==> config.mk <==
export PLATFORM = sky130hd
export DESIGN_NAME = vau_front
export DESIGN_NICKNAME = d
export VERILOG_FILES = /design/src/vau_pkg.sv /design/src/vau_queue.sv /design/src/vau_front.sv
export SDC_FILE = /design/constraint.sdc
export NUM_CORES = 1
export LEC_CHECK = 0
export BUFFER_PORTS_ARGS = -buffer_cell sky130_fd_sc_hd__buf_2
export CAP_MARGIN = 20
export CORE_MARGIN = 4
export CORE_UTILIZATION = 57
export DETAILED_ROUTE_END_ITERATION = 16
export PLACE_DENSITY = 0.79
export SYNTH_ARGS = -nofsm -noshare
export SYNTH_HDL_FRONTEND = slang
export SYNTH_SLANG_ARGS = --single-unit
export TNS_END_PERCENT = 50
==> constraint.sdc <==
create_clock -name i_clk -period 7.53 [get_ports i_clk]
set_input_delay 0.753 -clock i_clk [delete_from_list [all_inputs] [get_ports i_clk]]
set_output_delay 0.753 -clock i_clk [all_outputs]
set_load 0.005 [all_outputs]
==> src/vau_pkg.sv <==
// shared types, codes and helpers for the vector arithmetic unit
`default_nettype none
package vau_pkg;

    localparam int DEF_IN_DEPTH  = 4;
    localparam int DEF_OUT_DEPTH = 4;
    localparam int ROOT_STEPS  = 32;
    localparam int DIV_STEPS   = 48;
    localparam int CNT_W       = $clog2(DIV_STEPS);

    localparam logic [3:0] FUNC_ADD   = 4'd0;
    localparam logic [3:0] FUNC_SUB   = 4'd1;
    localparam logic [3:0] FUNC_NEG   = 4'd2;
    localparam logic [3:0] FUNC_SCALE = 4'd3;
    localparam logic [3:0] FUNC_DIV   = 4'd4;
    localparam logic [3:0] FUNC_DOT   = 4'd5;
    localparam logic [3:0] FUNC_CROSS = 4'd6;
    localparam logic [3:0] FUNC_LENSQ = 4'd7;
    localparam logic [3:0] FUNC_LEN   = 4'd8;
    localparam logic [3:0] FUNC_NORM  = 4'd9;

    localparam logic signed [65:0] W_MAX = 66'sd2147483647;
    localparam logic signed [65:0] W_MIN = -66'sd2147483648;
    localparam logic signed [65:0] W_RND = 66'sd32768;

    typedef enum logic [3:0] {
        OP_ADD, OP_SUB, OP_NEG, OP_SCALE, OP_DIV, OP_DOT, OP_CROSS,
        OP_LENSQ, OP_LEN, OP_NORM, OP_NONE
    } t_op;

    typedef enum logic [2:0] {
        ST_IDLE, ST_ROOT, ST_RND, ST_DIV, ST_FIN, ST_DONE
    } t_lu_state;

    typedef struct packed {
        t_op                op;
        logic signed [31:0] ax;
        logic signed [31:0] ay;
        logic signed [31:0] az;
        logic signed [31:0] bx;
        logic signed [31:0] by;
        logic signed [31:0] bz;
        logic signed [31:0] s;
    } t_item;

    typedef struct packed {
        logic signed [31:0] rx;
        logic signed [31:0] ry;
        logic signed [31:0] rz;
        logic signed [31:0] so;
        logic               err;
        logic               sat;
    } t_res;

    typedef struct packed {
        logic signed [31:0] v;
        logic               sat;
    } t_clamp;

    function automatic t_clamp sat32(input logic signed [65:0] v);
        t_clamp r;
        if (v > W_MAX) begin
            r.v   = 32'sh7FFF_FFFF;
            r.sat = 1'b1;
        end else if (v < W_MIN) begin
            r.v   = 32'sh8000_0000;
            r.sat = 1'b1;
        end else begin
            r.v   = v[31:0];
            r.sat = 1'b0;
        end
        return r;
    endfunction

    function automatic logic is_long(input t_op op);
        return (op == OP_DIV) || (op == OP_LEN) || (op == OP_NORM);
    endfunction

endpackage
`default_nettype wire

==> src/vau_queue.sv <==
// small first-in first-out queue of packed words
`default_nettype none
module vau_queue #(
    parameter int WIDTH = 8,
    parameter int DEPTH = 4
) (
    input  wire logic                       i_clk,
    input  wire logic                       i_rst_n,
    input  wire logic                       i_wr,
    input  wire logic [WIDTH-1:0]           i_wdata,
    input  wire logic                       i_rd,
    output logic      [WIDTH-1:0]           o_rdata,
    output logic                            o_full,
    output logic                            o_empty,
    output logic      [$clog2(DEPTH+1)-1:0] o_count
);
    localparam int AW = (DEPTH > 1) ? $clog2(DEPTH) : 1;
    localparam int CW = $clog2(DEPTH+1);

    logic [WIDTH-1:0] r_mem [DEPTH];
    logic [AW-1:0]    r_wp, n_wp, r_rp, n_rp;
    logic [CW-1:0]    r_cnt, n_cnt;
    logic             wr_en, rd_en;

    assign o_full  = (r_cnt == CW'(DEPTH));
    assign o_empty = (r_cnt == '0);
    assign o_count = r_cnt;
    assign o_rdata = r_mem[r_rp];
    assign wr_en   = i_wr && !o_full;
    assign rd_en   = i_rd && !o_empty;

    always_comb begin
        n_wp  = r_wp;
        n_rp  = r_rp;
        n_cnt = r_cnt;
        if (wr_en) begin
            n_wp = (r_wp == AW'(DEPTH-1)) ? '0 : r_wp + AW'(1);
        end
        if (rd_en) begin
            n_rp = (r_rp == AW'(DEPTH-1)) ? '0 : r_rp + AW'(1);
        end
        if (wr_en && !rd_en) begin
            n_cnt = r_cnt + CW'(1);
        end else if (rd_en && !wr_en) begin
            n_cnt = r_cnt - CW'(1);
        end
    end

    always_ff @(posedge i_clk) begin
        if (!i_rst_n) begin
            r_wp  <= '0;
            r_rp  <= '0;
            r_cnt <= '0;
        end else begin
            r_wp  <= n_wp;
            r_rp  <= n_rp;
            r_cnt <= n_cnt;
        end
    end

    always_ff @(posedge i_clk) begin
        if (wr_en) begin
            r_mem[r_wp] <= i_wdata;
        end
    end
endmodule
`default_nettype wire

==> src/vau_front.sv <==
// front end: accepts transactions, decodes the operation and queues them
`default_nettype none
module vau_front #(
    parameter int IN_DEPTH = vau_pkg::DEF_IN_DEPTH
) (
    input  wire logic                i_clk,
    input  wire logic                i_rst_n,
    input  wire logic                i_push,
    output logic                     o_full,
    input  wire logic [3:0]          i_func,
    input  wire logic signed [31:0]  i_ax,
    input  wire logic signed [31:0]  i_ay,
    input  wire logic signed [31:0]  i_az,
    input  wire logic signed [31:0]  i_bx,
    input  wire logic signed [31:0]  i_by,
    input  wire logic signed [31:0]  i_bz,
    input  wire logic signed [31:0]  i_s,
    output logic                     o_valid,
    output vau_pkg::t_item           o_item,
    input  wire logic                i_pop
);
    import vau_pkg::*;

    t_item                         dec;
    logic                          q_empty;
    logic [$clog2(IN_DEPTH+1)-1:0] q_count;

    always_comb begin
        dec.ax = i_ax;
        dec.ay = i_ay;
        dec.az = i_az;
        dec.bx = i_bx;
        dec.by = i_by;
        dec.bz = i_bz;
        dec.s  = i_s;
        unique case (i_func)
            FUNC_ADD:   dec.op = OP_ADD;
            FUNC_SUB:   dec.op = OP_SUB;
            FUNC_NEG:   dec.op = OP_NEG;
            FUNC_SCALE: dec.op = OP_SCALE;
            FUNC_DIV:   dec.op = OP_DIV;
            FUNC_DOT:   dec.op = OP_DOT;
            FUNC_CROSS: dec.op = OP_CROSS;
            FUNC_LENSQ: dec.op = OP_LENSQ;
            FUNC_LEN:   dec.op = OP_LEN;
            FUNC_NORM:  dec.op = OP_NORM;
            default:    dec.op = OP_NONE;
        endcase
    end

    vau_queue #(
        .WIDTH ($bits(t_item)),
        .DEPTH (IN_DEPTH)
    ) u_inq (
        .i_clk   (i_clk),
        .i_rst_n (i_rst_n),
        .i_wr    (i_push),
        .i_wdata (dec),
        .i_rd    (i_pop),
        .o_rdata (o_item),
        .o_full  (o_full),
        .o_empty (q_empty),
        .o_count (q_count)
    );

    assign o_valid = !q_empty && (q_count != '0);
endmodule
`default_nettype wire

== Word level (Yosys, flattened, before mapping) ==
Memory sizes are Yosys's and may differ from the RTL's. A register that Yosys moved wholly into a read port is not among the register bits.
Cells that the tools add are included.
Cells by class
  reductions and logical operators: 12
  equality and inequality tests: 3
  mux-type cells: 8
  $add $sub $neg: 4
Operators by type and width (count)
  2-bit two-way mux: 4
  3-bit two-way mux: 2
  1-bit logical AND: 5
  2-bit by 1-bit adder with 2-bit output, second input constant: 2
  2-bit equality test, second input constant: 2
  1-bit zero test: 4
  3-bit by 1-bit adder with 3-bit output, second input constant: 1
  3-bit equality test, second input constant: 1
  3-bit zero test: 1
  3-bit nonzero test: 1
  3-bit by 1-bit subtractor with 3-bit output, second input constant: 1
  1-bit two-way mux: 2
  2-bit nonzero test: 1
Word-level totals
  memories kept: 2
  ROM bits: 64
  RAM bits: 912
  bits of input ports: 232
  register bits after elaboration: 7
  word-level logic and storage cells: 32
  output and inout bits: 230
Memory list
  u_inq.r_mem: depth 4, bits a word 228, read ports 1, clocked after Yosys merged registers in 1, wr ports 1, RTL line vau_queue.sv:20  | logic [WIDTH-1:0] r_mem [DEPTH];
  (no name shown): depth 16, bits a word 4, read ports 1, clocked after Yosys merged registers in 0, wr ports 0, RTL line vau_front.sv:36  | unique case (i_func)

== Logic depth before layout (Yosys ltp) ==
  depth in word-level cells: 7
  mapped depth: 9
  gate-level depth less buffers: 8

== Hierarchy ==
A second synthesis with hierarchy kept.
Unflattened totals
  cell total of the unflattened synthesis: 1248
  area total of the unflattened synthesis: 33662.3 µm²
By module, submodules not included
  vau_queue: area each 33624.7 µm², sequential area each 27566.4 µm², cells an instance 1242, instances 1
  vau_front: area each 37.5 µm², sequential area each 0.0 µm², cells an instance 6, instances 1

== Worst setup path after synthesis ==
Ideal clock, no wire load.
  kind: input -> register
  start: input port i_push
  end: memory u_inq.r_mem[1][0] in the netlist's numbering (enable)
  library setup time: 0.617 ns
  setup slack: 0.589 ns
  stages on the path: 3
  buffers on the path: 1
  data arrival time: 6.324 ns
  cells stage by stage: nor2b_1 clkbuf_1 and2_1
Between the ends
  word-level cells in the longest chain between the ends: 3
Ends and longest elaborated chain
  from (decl): RTL line vau_front.sv:8  | input wire logic i_push,
  1-bit logical AND: RTL line vau_queue.sv:29  | assign wr_en = i_wr && !o_full;
  via u_inq.wr_en: RTL line vau_queue.sv:23  | logic wr_en, rd_en;
  1-bit two-way mux: RTL line vau_queue.sv:62  | if (wr_en) begin
  1-bit two-way mux (implied by the code): RTL line vau_queue.sv:63  | r_mem[r_wp] <= i_wdata;
  to (decl): RTL line vau_queue.sv:20
The timed path passes the listed nets, and every way through them passes these cells.

==> results.py <==
metrics = {
    "floorplanning": {
        "start_util": 0.5799,
        "dieHeight_um": 251.0,
        "ioPinCount": 462,
        "design.die.area_um2": 62990,
        "die_x_um": 251.0,
        "num_rows": 88,
        "core_region_area_um2": 58030,
    },
    "clocking": {
        "cts_root_buf": "clkbuf_16",
        "h-tree-depth": 3,
        "cts_tree": "yes",
        "clk_path_buf_depth": 3,
        "cts_resized": 0,
        "cts.clk_slew.worst_paths_ns": 0.07,
        "cts_buffers": 88,
        "clkSinkCount": 921,
        "clock_latency_ns": 0.62,
        "cts_setup_buffers": 0,
        "cts.hold.buffers_added": 0,
    },
    "route": {
        "vias": 15377,
        "postRouteAntennaNets": 0,
        "remaining_drc_errors": 0,
        "drt_iter0_drc": 1288,
        "routed_wl_um": 70530,
        "drt-vias-per-instance": 5.903,
        "wire_per_inst_um": 27.07,
        "drt_pass1_iterations": 5,
    },
    "timing": {
        "finalHoldViolCount": 0,
        "setup_viol_count_final": 0,
        "fin_skew_ns": 0.01972,
        "worstMarginPinSlew_ns": 1.074,
        "finalCritPeriodShare": 0.5074,
        "tns_ns": 0,
        "rsz0062_at_grt": "false",
        "fmax_ghz": 0.2617,
        "min_period_ns": 3.821,
        "max-slew-margin-rel": 0.2838,
        "setup_ws_ns": 3.709,
        "drv_slew": 0,
    },
    "critical_path": {
        "slowest_delay_ns": 1.04,
        "critical_path.startpoint_type": "flip-flop",
        "crit_required_ns": 6.78,
        "cp_num_buf_inv": 2,
        "r2r-end": "u_inq.r_mem[1][73]",
        "cp_max_fo": 68,
        "crit_path_cell_trace": "buf_4 -> mux4_2 -> buf_2",
        "cpMaxStageDelayCell": "dfxtp_4",
        "rr_worst_depth": 5,
        "critical_path.top_delay_family": "flip-flops",
        "r2r-start": "u_inq.o_count[0]",
        "worst_setup_path_end_kind": "output port",
        "r2r_slack_ns": 4.48,
        "cp_num_cells": 3,
        "endpoint": "o_item[175]",
        "worstPathArrival_ns": 3.07,
        "path_class": "flip-flop to output port",
    },
    "global_routing": {
        "grt_pass1_vias": 16463,
        "grt_pass1_wl_um": 104900,
        "antenna_found_initial": 32,
        "grt_overflow": 0,
        "grt_use_total": 0.2231,
        "grt_max_degree": 127,
    },
    "power_and_ir_drop": {
        "p_sw_uw": 3318,
        "p_leak_uw": 0.01298,
        "p_sw_frac": 0.2517,
        "pwr-share-seq": 0.488,
        "power.internal_uw": 9866,
        "clkPwrFrac": 0.306,
        "p_per_area_nw_per_um2": 336.4,
        "vdd_ir_drop_max_uv": 327.2,
        "share_comb_of_total_power": 0.206,
    },
    "final_layout": {
        "area_growth_pct": 16.47,
        "final-seq-area_um2": 27570,
        "drive_gt1_frac": 0.4530,
        "final_cell_mix": "edfxtp_1, buf_2, mux4_2",
        "final_common_cell": "edfxtp_1",
        "multi_input_area_um2": 5446,
        "nets": 2001,
        "n_fill_cell": 3439,
    },
    "synth": {
        "synth_area_um2": 33650,
        "syn_inst": 1246,
        "seq_area_frac_synth": 0.8192,
        "synthDistinctLibCells": 25,
        "syn-num-nets": 1485,
        "synth_top_cell_by_area": "edfxtp_1",
        "syn_avg_cell_area_um2": 27.01,
        "synthTopCellsByArea": "edfxtp_1, mux4_2, buf_12, dfxtp_1, buf_2",
        "yosys_warnings": 0,
        "ys_ff_latch": 921,
        "synth_top_area_frac": 0.8138,
    },
    "place": {
        "hpwlAfterDp_um": 40480,
        "port_buffers": 461,
        "gp_routability_congestion": 0.7511,
        "pre_cts_slack_ns": 3.839,
    },
    "run": {
        "maxCapViolCount": 0,
    },
    "min_path": {
        "whs_path_depth": 1,
        "hold_path_class": "input pin to flip-flop",
    },
    "status": {
        "status": "completed",
    },
}
## synthesized netlist by cell type
cell / number
dfxtp_1: 9
inv_1: 3
buf_8: 1
mux4_2: 228
mux2i_1: 3
xnor2_1: 1
edfxtp_1: 912
buf_2: 23
nor3b_1: 1
or3_1: 2
o31ai_1: 1
a21boi_0: 1
buf_6: 1
ha_1: 6
xor2_1: 1
fa_1: 1
buf_12: 24
clkbuf_1: 4
and2_1: 6
a21o_1: 1
o21ai_0: 4
nor2_1: 2
nand3_1: 2
nor2b_1: 3
nand2_1: 6
## power by group through the flow
stage,registers [uW],clock network [uW],logic [uW]
after floorplan,6550,0,1830
after global placement,6540,0,2660
after detailed placement,6580,0,2670
after CTS,6490,4100,2710
after global routing,6470,4350,2930
final,6430,4030,2720
## through the flow
stage | util | cell area, um2 | hold slack [ns] | std cells | total power (uW)
floorplan | - | 33650 | 0.4677 | 1246 | 8380
global placement | 0.6289 | 36490 | 0.4784 | 2435 | 9194
detailed placement | 0.6289 | 36490 | 0.4986 | 2435 | 9248
CTS | 0.6737 | 39090 | 0.2992 | 2584 | 13300
global route | 0.6752 | 39180 | 0.3145 | 2600 | 13750
finish | 0.6755 | 39190 | 0.3442 | 2605 | 13180
## registers in the layout, indices dropped and copies added, names as in the netlist, named ones only
name and cells:
u_inq.r_mem 912, u_inq.o_count 3, u_inq.r_rp 2, u_inq.r_wp 2
## logic make-up (layout without fill, tap and decap cells)
| logic type | count (synthesis) | in the layout | synth area share |
|---|---|---|---|
| AO/OA/AOI/OAI | 7 | 7 | 0.001264 |
| XOR/XNOR | 2 | 2 | 0.0005206 |
| adder cells (fa/ha/maj) | 7 | 7 | 0.002826 |
| buffers and inverters | 56 | 631 | 0.01926 |
| flip-flops | 921 | 921 | 0.8192 |
| multiplexers | 231 | 231 | 0.1535 |
| other | 0 | 19 | 0 |
| AND/OR/NAND/NOR | 22 | 22 | 0.003458 |
## metal layers
layer,up-vias,global-route usage,wire length [um]
met5,-,0,172
met1,8035,0.2781,24770
met4,28,0.06942,1753
met3,133,0.08049,6874
met2,721,0.3730,36960
li1,6460,-,-
## layout make-up
cell class / instances / area share
Antenna cell: 19 / 0.001213
Timing Repair Buffer: 479 / 0.06525
Multi-Input combinational cell: 269 / 0.1390
Clock inverter: 39 / 0.008045
Tap cell: 765 / 0.02442
Clock buffer: 110 / 0.05829
Inverter: 3 / 0.0002873
Sequential cell: 921 / 0.7035
## how the worst min path moves through the flow
stage	start	endpoint	slack, ns
after floorplan	u_inq.r_wp[1]	u_inq.r_wp[1]	0.47
after global routing	i_bz[20]	u_inq.r_mem[2][52]	0.31
after global placement	u_inq.r_wp[1]	u_inq.r_wp[1]	0.48
after CTS	i_bz[20]	u_inq.r_mem[2][52]	0.30
after detailed placement	u_inq.r_wp[1]	u_inq.r_wp[1]	0.50
final	i_bz[20]	u_inq.r_mem[0][52]	0.34
Note: power is estimated with default switching activity, not from simulation.
